`src/rtl/csc_pkg.sv`:
```
package csc_pkg;

  localparam int NUM_SENSORS = 16;
  localparam int SENS_W      = (NUM_SENSORS > 1) ? $clog2(NUM_SENSORS) : 1;

  // shared divider geometry: dividend covers (t - base) * 100
  localparam int DVD_W = 25;
  localparam int DVS_W = 16;
  localparam int CNT_W = $clog2(DVD_W + 1);

  // floor(s * 256 / 100) as (s * OFS_MUL) >> OFS_SHIFT, exact for any 16-bit s
  localparam int          OFS_SHIFT = 21;
  localparam int          OFS_W     = 18;
  localparam logic [22:0] OFS_MUL   = 23'd5368710;

  // op codes
  localparam logic [1:0] OP_SAMPLE = 2'd0;
  localparam logic [1:0] OP_LOAD   = 2'd1;
  localparam logic [1:0] OP_RETARE = 2'd2;

  // register indexes
  localparam logic [2:0] REG_SCALE    = 3'd0;
  localparam logic [2:0] REG_CHANNELS = 3'd1;
  localparam logic [2:0] REG_AUTOGAIN = 3'd2;
  localparam logic [2:0] REG_INITGAIN = 3'd3;

  localparam logic [2:0]  GAIN_LOW  = 3'h1;
  localparam logic [2:0]  GAIN_HIGH = 3'h5;
  localparam logic [15:0] THR_LOW   = 16'h8000;
  localparam logic [15:0] THR_HIGH  = 16'hFEEE;
  localparam logic [15:0] PCT       = 16'd100;

  typedef struct packed {
    logic             start;
    logic [DVD_W-1:0] dividend;
    logic [DVS_W-1:0] divisor;
  } div_req_t;

  typedef struct packed {
    logic             busy;
    logic             done;
    logic [DVD_W-1:0] quotient;
  } div_rsp_t;

endpackage

```
`src/rtl/csc_div.sv`:
```
// Restoring divider, one quotient bit per cycle.
module csc_div (
  input  logic                clk,
  input  logic                rst,
  input  csc_pkg::div_req_t   req,
  output csc_pkg::div_rsp_t   rsp
);

  logic                       busy;
  logic                       done;
  logic [csc_pkg::CNT_W-1:0]  cnt;
  logic [csc_pkg::DVD_W-1:0]  dvd;
  logic [csc_pkg::DVS_W-1:0]  dvs;
  logic [csc_pkg::DVS_W-1:0]  rem;
  logic [csc_pkg::DVS_W:0]    rem_sh;
  logic [csc_pkg::DVS_W:0]    rem_next;
  logic                       ge;

  always_comb begin
    rem_sh   = {rem, dvd[csc_pkg::DVD_W-1]};
    ge       = rem_sh >= {1'b0, dvs};
    rem_next = ge ? (rem_sh - {1'b0, dvs}) : rem_sh;
  end

  always_ff @(posedge clk) begin
    if (rst) begin
      busy <= 1'b0;
      done <= 1'b0;
      cnt  <= '0;
    end else begin
      done <= busy && !req.start && (cnt == csc_pkg::CNT_W'(1));
      if (req.start) begin
        busy <= 1'b1;
        dvd  <= req.dividend;
        dvs  <= req.divisor;
        rem  <= '0;
        cnt  <= csc_pkg::CNT_W'(csc_pkg::DVD_W);
      end else if (busy) begin
        rem <= rem_next[csc_pkg::DVS_W-1:0];
        dvd <= {dvd[csc_pkg::DVD_W-2:0], ge};   // quotient shifts in from the bottom
        cnt <= cnt - 1'b1;
        if (cnt == csc_pkg::CNT_W'(1)) begin
          busy <= 1'b0;
        end
      end
    end
  end

  assign rsp.busy     = busy;
  assign rsp.done     = done;
  assign rsp.quotient = dvd;

endmodule

```
`src/rtl/capacitive_sample_conditioner.sv`:
```
// Capacitive sample conditioner.
// Input stream s_*: s_tuser carries the op (sample, load baseline, retare),
// s_tdata the sensor index, raw count, baseline value and time stamp.
// Output stream m_*: one transfer per sample op; m_tlast marks the sample
// that closes a frame. Load and retare ops produce no output transfer.
// Config port cfg_*: always ready, one register write per transfer; write
// only while no sample is in flight.
// The offset floor(scale*256/100) comes from a reciprocal multiply at accept,
// the next cycle compares raw + offset with the baseline, and a level above
// baseline then runs one shared 25-step restoring divider for
// (t - base)*100/scale before m_tvalid rises. At or below baseline the divide
// is skipped, the level is zero and m_tvalid rises without waiting on it.
// s_tready is low from the accept until the result is loaded, so the block
// takes no new sample while one is in flight. Load and retare ops leave
// s_tready high.
// The result sits in an output register, so the next item is accepted while
// it waits; a stalled receiver holds the block only when a second result is
// finished and the output register is still full.
// Reset (rst, synchronous) clears the baseline table, slot and frame
// counters, tare and gain-detect flags and restores register defaults.
module capacitive_sample_conditioner (
  input  logic        clk,
  input  logic        rst,
  // slave side
  input  logic        s_tvalid,
  output logic        s_tready,
  input  logic [55:0] s_tdata,   // sensor_index[3:0], raw_count[19:4],
                                 // baseline_value[35:20], time_stamp[51:36]
  input  logic [1:0]  s_tuser,   // op[1:0]
  // master side
  output logic        m_tvalid,
  input  logic        m_tready,
  output logic [55:0] m_tdata,   // slot[3:0], level[19:4], frame_number[35:20],
                                 // stamp_out[51:36], gain_code[54:52]
  output logic        m_tlast,   // frame_done
  // config write
  input  logic        cfg_valid,
  output logic        cfg_ready,
  input  logic [2:0]  cfg_index,
  input  logic [15:0] cfg_data
);

  localparam int SW  = csc_pkg::SENS_W;
  localparam int T_W = 19;   // raw + floor(scale*256/100) fits here

  typedef enum logic [1:0] {ST_IDLE, ST_CMP, ST_DIV, ST_FINISH} state_t;

  state_t state;

  // config registers
  logic [15:0] scale_factor;
  logic [4:0]  channels_per_frame;
  logic        auto_gain_enable;

  // block state
  logic [15:0] baseline_table [csc_pkg::NUM_SENSORS];
  logic [3:0]  slot_counter;
  logic [15:0] frame_counter;
  logic        tare_done;
  logic        gain_detected;
  logic [2:0]  gain_setting;

  // per-sample holding registers
  logic [15:0]              raw_q;
  logic [15:0]              base_q;
  logic [15:0]              scale_q;
  logic [csc_pkg::OFS_W-1:0] offset_q;
  logic [15:0]              stamp_q;
  logic [3:0]               slot_q;
  logic [15:0]              frame_q;
  logic [2:0]               gain_q;
  logic                     done_q;
  logic [15:0]              level_q;

  csc_pkg::div_req_t div_req;
  csc_pkg::div_rsp_t div_rsp;

  // input decode
  logic [1:0]     in_op;
  logic [3:0]     in_idx;
  logic [15:0]    in_raw;
  logic [15:0]    in_bval;
  logic [15:0]    in_stamp;
  logic [SW+3:0]  idx_ext;
  logic           in_range;
  logic [SW-1:0]  tidx;
  logic [15:0]    base_sel;
  logic           s_accept;
  logic           gain_run;
  logic [2:0]     gain_cur;
  logic [15:0]    thr;
  logic [15:0]    scale_eff;
  logic [38:0]    ofs_prod;
  logic [4:0]     limit;
  logic [4:0]     slot_nxt;
  logic           frame_end;
  logic [T_W-1:0] t_sum;
  logic           lvl_go;
  logic [T_W-1:0] diff;
  logic [csc_pkg::DVD_W-1:0] dext;
  logic [csc_pkg::DVD_W-1:0] prod;

  assign in_op    = s_tuser;
  assign in_idx   = s_tdata[3:0];
  assign in_raw   = s_tdata[19:4];
  assign in_bval  = s_tdata[35:20];
  assign in_stamp = s_tdata[51:36];

  assign s_tready  = (state == ST_IDLE);
  assign s_accept  = s_tvalid && s_tready;
  assign cfg_ready = 1'b1;

  always_comb begin
    idx_ext  = {{SW{1'b0}}, in_idx};
    in_range = idx_ext < (SW+4)'(csc_pkg::NUM_SENSORS);
    tidx     = idx_ext[SW-1:0];
    // first sample after tare on sensor 0 reads back the raw count it just stored
    if (!tare_done && in_range && (tidx == '0)) begin
      base_sel = in_raw;
    end else if (in_range) begin
      base_sel = baseline_table[tidx];
    end else begin
      base_sel = '0;
    end

    gain_run = auto_gain_enable && !gain_detected;
    thr      = (gain_setting < 3'd2) ? csc_pkg::THR_LOW : csc_pkg::THR_HIGH;
    gain_cur = gain_run ? ((in_raw > thr) ? csc_pkg::GAIN_LOW : csc_pkg::GAIN_HIGH)
                        : gain_setting;

    scale_eff = (scale_factor == '0) ? 16'd1 : scale_factor;
    // offset floor(scale * 256 / 100) by reciprocal multiply
    ofs_prod  = 39'(scale_eff) * 39'(csc_pkg::OFS_MUL);

    if (channels_per_frame == '0) begin
      limit = 5'd1;
    end else if (channels_per_frame > 5'd16) begin
      limit = 5'd16;
    end else begin
      limit = channels_per_frame;
    end
    slot_nxt  = {1'b0, slot_counter} + 5'd1;
    frame_end = slot_nxt >= limit;

    // level numerator: (t - base) * 100 by shift-add
    t_sum  = T_W'(offset_q) + T_W'(raw_q);
    lvl_go = t_sum > T_W'(base_q);
    diff   = t_sum - T_W'(base_q);
    dext   = csc_pkg::DVD_W'(diff);
    prod   = (dext << 6) + (dext << 5) + (dext << 2);
  end

  always_ff @(posedge clk) begin
    if (rst) begin
      state              <= ST_IDLE;
      scale_factor       <= 16'd300;
      channels_per_frame <= 5'd1;
      auto_gain_enable   <= 1'b1;
      for (int i = 0; i < csc_pkg::NUM_SENSORS; i++) begin
        baseline_table[i] <= '0;
      end
      slot_counter  <= '0;
      frame_counter <= '0;
      tare_done     <= 1'b0;
      gain_detected <= 1'b0;
      gain_setting  <= 3'd1;
      div_req.start <= 1'b0;
      m_tvalid      <= 1'b0;
    end else begin
      div_req.start <= (state == ST_CMP) && lvl_go;
      if (m_tready && (state != ST_FINISH)) begin
        m_tvalid <= 1'b0;
      end

      if (cfg_valid && cfg_ready) begin
        unique case (cfg_index)
          csc_pkg::REG_SCALE:    scale_factor       <= cfg_data;
          csc_pkg::REG_CHANNELS: channels_per_frame <= cfg_data[4:0];
          csc_pkg::REG_AUTOGAIN: auto_gain_enable   <= cfg_data[0];
          csc_pkg::REG_INITGAIN: gain_setting       <= cfg_data[2:0];
          default: ;
        endcase
      end

      unique case (state)
        ST_IDLE: begin
          if (s_accept) begin
            unique case (in_op)
              csc_pkg::OP_LOAD: begin
                if (in_range) begin
                  baseline_table[tidx] <= in_bval;
                end
              end
              csc_pkg::OP_RETARE: begin
                tare_done <= 1'b0;
              end
              csc_pkg::OP_SAMPLE: begin
                if (gain_run) begin
                  gain_setting  <= gain_cur;
                  gain_detected <= 1'b1;
                end
                if (!tare_done) begin
                  baseline_table[0] <= in_raw;
                  tare_done         <= 1'b1;
                end
                raw_q    <= in_raw;
                base_q   <= base_sel;
                scale_q  <= scale_eff;
                offset_q <= ofs_prod[csc_pkg::OFS_SHIFT+csc_pkg::OFS_W-1:csc_pkg::OFS_SHIFT];
                stamp_q  <= in_stamp;
                slot_q   <= slot_counter;
                frame_q  <= frame_counter;
                gain_q   <= gain_cur;
                done_q   <= frame_end;
                if (frame_end) begin
                  frame_counter <= frame_counter + 16'd1;
                  slot_counter  <= '0;
                end else begin
                  slot_counter <= slot_nxt[3:0];
                end
                state <= ST_CMP;
              end
              default: ;   // unused op
            endcase
          end
        end
        ST_CMP: begin
          if (lvl_go) begin
            div_req.dividend <= prod;
            div_req.divisor  <= scale_q;
            state            <= ST_DIV;
          end else begin
            level_q <= '0;
            state   <= ST_FINISH;
          end
        end
        ST_DIV: begin
          if (div_rsp.done) begin
            level_q <= div_rsp.quotient[15:0];
            state   <= ST_FINISH;
          end
        end
        ST_FINISH: begin
          if (!m_tvalid || m_tready) begin
            m_tvalid <= 1'b1;
            m_tdata  <= {1'b0, gain_q, stamp_q, frame_q, level_q, slot_q};
            m_tlast  <= done_q;
            state    <= ST_IDLE;
          end
        end
        default: state <= ST_IDLE;
      endcase
    end
  end

  csc_div u_div (
    .clk (clk),
    .rst (rst),
    .req (div_req),
    .rsp (div_rsp)
  );

  // a sample always goes on to the baseline compare
  a_sample_starts_div: assert property (@(posedge clk) disable iff (rst)
    (s_accept && (in_op == csc_pkg::OP_SAMPLE)) |=> (state == ST_CMP))
    else $error("sample accept did not reach baseline compare");

  // divider completions only arrive while the sequencer waits for them
  a_done_in_div: assert property (@(posedge clk) disable iff (rst)
    div_rsp.done |-> (state == ST_DIV))
    else $error("divider done outside the divide state");

  // never restart the shared divider mid-run
  a_no_restart: assert property (@(posedge clk) disable iff (rst)
    div_req.start |-> !div_rsp.busy)
    else $error("divider started while busy");

  // frame counter moves only on a reset or an accepted item
  a_frame_moves: assert property (@(posedge clk) disable iff (rst)
    !$stable(frame_counter) |-> ($past(rst) || $past(s_accept)))
    else $error("frame counter changed without a transfer");

endmodule
```
`config.mk`:
```
export PLATFORM = sky130hd
export DESIGN_NAME = capacitive_sample_conditioner
export DESIGN_NICKNAME = d
export VERILOG_FILES = /design/src/rtl/csc_pkg.sv /design/src/rtl/csc_div.sv /design/src/rtl/capacitive_sample_conditioner.sv
export SDC_FILE = /design/constraint.sdc
export NUM_CORES = 1
export LEC_CHECK = 0
export BUFFER_PORTS_ARGS = -buffer_cell sky130_fd_sc_hd__clkbuf_2
export CAP_MARGIN = 5
export CORE_ASPECT_RATIO = 2
export CORE_MARGIN = 10
export CORE_UTILIZATION = 30
export DETAILED_ROUTE_END_ITERATION = 7
export GPL_TIMING_DRIVEN = 0
export PLACE_DENSITY = 0.48
export RECOVER_POWER = 25
export SLEW_MARGIN = 30
export SYNTH_ARGS = -nofsm -noshare
export SYNTH_HDL_FRONTEND = slang
export SYNTH_HIERARCHICAL = 1
export SYNTH_SLANG_ARGS = --single-unit
```
`constraint.sdc`:
```
create_clock -name clk -period 13.2 [get_ports clk]
set_input_delay 0.66 -clock clk [delete_from_list [all_inputs] [get_ports clk]]
set_output_delay 0.66 -clock clk [all_outputs]
set_load 0.03 [all_outputs]
```
==> impl_metrics.tcl <==
set metrics [dict create \
    power.density_nw_per_um2 166.8 \
    via_count 19990 \
    grt_overflow 0 \
    hpwlAfterDp_um 71760 \
    relSlewSlack_pct 29.16 \
    fillers 10860 \
    dpl-instance-area_um2 35860 \
    tightest_slew_ns 1.059 \
    end_kind "register" \
    hold_path_depth 1 \
    grt_start_max_net_pins 26 \
    run_status "finished, final reports clean" \
    cp_cell_sequence "or4_1 > nor4_2 > nor2_1 > ha_1 > inv_1 > fa_1 > inv_1 > fa_1 > fa_1 > fa_1 > inv_1 > fa_1 > inv_1 > ha_1 > o21ai_1 > o21ai_1 > a31oi_1 > o211ai_2 > a221oi_4 > a31oi_2 > a41oi_2 > o21bai_1 > xor2_1" \
    drt_iter0_markers 1155 \
    design.final.nets 3242 \
    arrival_ns 8.31 \
    antenna_found_initial 1 \
    post_cts_resized 0 \
    fmax_ghz 0.1262 \
    initial_core_util_pct 30.16 \
    io-pin-count 142 \
    port_buffers 132 \
    fin_total_pwr_w 0.006309 \
    finalSetupViolCount 0 \
    rsz0062_at_grt "no" \
    core_um2 109800 \
    die_h_um 489.7 \
    hold_path_class "input pin to register" \
    rr_startpoint "scale_factor[0]" \
    drive_gt1_share_pct 12.02 \
    first_pass_iters 5 \
    grt_first_pass_wirelength_um 133600 \
    die_w_um 254.9 \
    setup-tns-final_ns 0 \
    maxCapViolations 0 \
    numCtsBuffers 59 \
    drc 0 \
    fin_skew_ns 0.05438 \
    ir_drop_mv 0.1560 \
    startpoint_type "register" \
    worstSetupStartpoint "scale_factor[0]" \
    synthCells 2564 \
    routedWlPerCell_um 20.95 \
    root_buffer "clkbuf_16" \
    rr_endpoint "offset_q[16]" \
    rows 172 \
    min_period_ns 7.923 \
    clkSlewWorstSetupHoldPaths_ns 0.07 \
    crit_path_top_delay_cell "nor4_2" \
    cpPeakStageDelay_ns 0.63 \
    slew_viol_final 0 \
    grt_pass1_vias 22180 \
    ant_nets 0 \
    p_leak_nw 15.10 \
    worstSkewPairLatency_ns 0.65 \
    yosys_warnings 6 \
    cp.required_ns 13.58 \
    track_usage_pct 14.26 \
    finalWirelength_um 88420 \
    cts_hold_buffers 0 \
    reg2regPathDepth 23 \
    cts_tree "done" \
    area_growth_pct 14.31 \
    fp.dieArea_um2 124800 \
    fin_crit_sh_pct 60.02 \
    syn_area_um2 33100 \
    final-hold-violation-count 0 \
    cts.sinks 588 \
    reg2reg_slack_ns 5.28 \
    endpoint "offset_q[16]" \
    crit_top_cell "fa_1" \
    fin_area_um2 37830 \
    viasPerCell 4.736 \
    cp_max_fo 6 \
    synth_area_per_cell_um2 12.91 \
    cts_max_level 2 \
    cts_buffer_depth 3 \
    crit_type "register to register" \
    utilization_pct 34.47 \
    cts_setup_buffers 0 \
    gp_congestion 0.8869 \
]
## flip-flops by register name, indices dropped and copies added, names as in the netlist, 18 cells and up
| signal | cells |
|---|---|
| offset_q | 18 |
| u_div/dvd | 25 |
| div_req | 40 |
| baseline_table | 256 |
| m_tdata | 55 |
## how the worst min path moves through the flow
stage	startpoint	end	slack [ns]
2_1_floorplan	scale_q[0]	div_req[0]	0.40
3_3_place_gp	stamp_q[5]	m_tdata[41]	0.40
3_5_place_dp	scale_q[5]	div_req[5]	0.40
4_1_cts	s_tdata[44]	stamp_q[8]	0.13
5_1_grt	s_tdata[48]	stamp_q[12]	0.15
6_report	s_tdata[51]	stamp_q[15]	0.19
## cell type report
class / count / area [um2] / area share (%)
diodes: 1 / 2.502 / 0.006615
clock buffers: 75 / 1578 / 4.171
multi-input cells: 1575 / 14530 / 38.40
repair buffers: 150 / 864.6 / 2.285
well taps: 1392 / 1742 / 4.604
clock inverters: 37 / 486.7 / 1.287
inverters: 312 / 1171 / 3.096
plain buffers: 91 / 382.9 / 1.012
flip-flops and latches: 588 / 17080 / 45.14
## layout by cell type, fill, tap and decap left out, types with 11 or more instances in the layout
master and n:
xnor2_1 51, nand3_1 32, nor2_1 122, or3_1 14
and2_1 252, clkinv_2 12, or2_2 19, and2_0 13
a211oi_1 11, edfxtp_1 530, nor2b_1 21, mux2_2 25
dfxtp_1 58, clkbuf_16 60, xor2_1 39, nor3_1 20
nand2b_1 18, and3_1 14, a22o_1 17, a21o_1 24
nand2_1 123, mux2i_1 16, clkbuf_2 60, inv_1 312
mux4_2 80, o21a_1 18, o21ai_0 30, fa_1 127
clkbuf_1 164, ha_1 256, a21oi_1 96, o21ai_1 13
## per-layer routing
metal  vias up  track usage (%)  wire length [um]
met5         -                0                 0
met4         0            5.666              3613
met3       148            1.727              2830
met2       383            29.67             52300
met1     10040            13.49             29680
li1       9424                -                 -
## metrics by stage
| step | hold slack [ns] | setup slack [ns] | instances |
|---|---|---|---|
| floorplan | 0.4003 | 6.218 | 2566 |
| global placement | 0.4008 | 3.751 | 4090 |
| detailed placement | 0.4045 | 5.125 | 4107 |
| CTS | 0.1349 | 5.143 | 4219 |
| global route | 0.1474 | 4.792 | 4220 |
| finish | 0.1873 | 5.277 | 4221 |
## report_power, final
group	leakage (nW)	switching [W]	total [W]	internal, W
registers	5.61	0.0000536	0.00235	0.00229
logic	8.48	0.00124	0.00217	0.000927
clock network	1.01	0.000746	0.00179	0.00105
total	15.1	0.00204	0.00631	0.00427
## critical path, delay by kind of cell (launching register included)
kind,cells,cell delay (ns)
AOI/OAI and AO/OA,8,1.82
xor gates and xnor gates,1,0.17
adders and majority gates,7,3.48
buffers and inverters,4,0.26
DFF,1,0.39
and+or+nand+nor,3,1.61
Note: power is estimated with default switching activity, not from simulation.
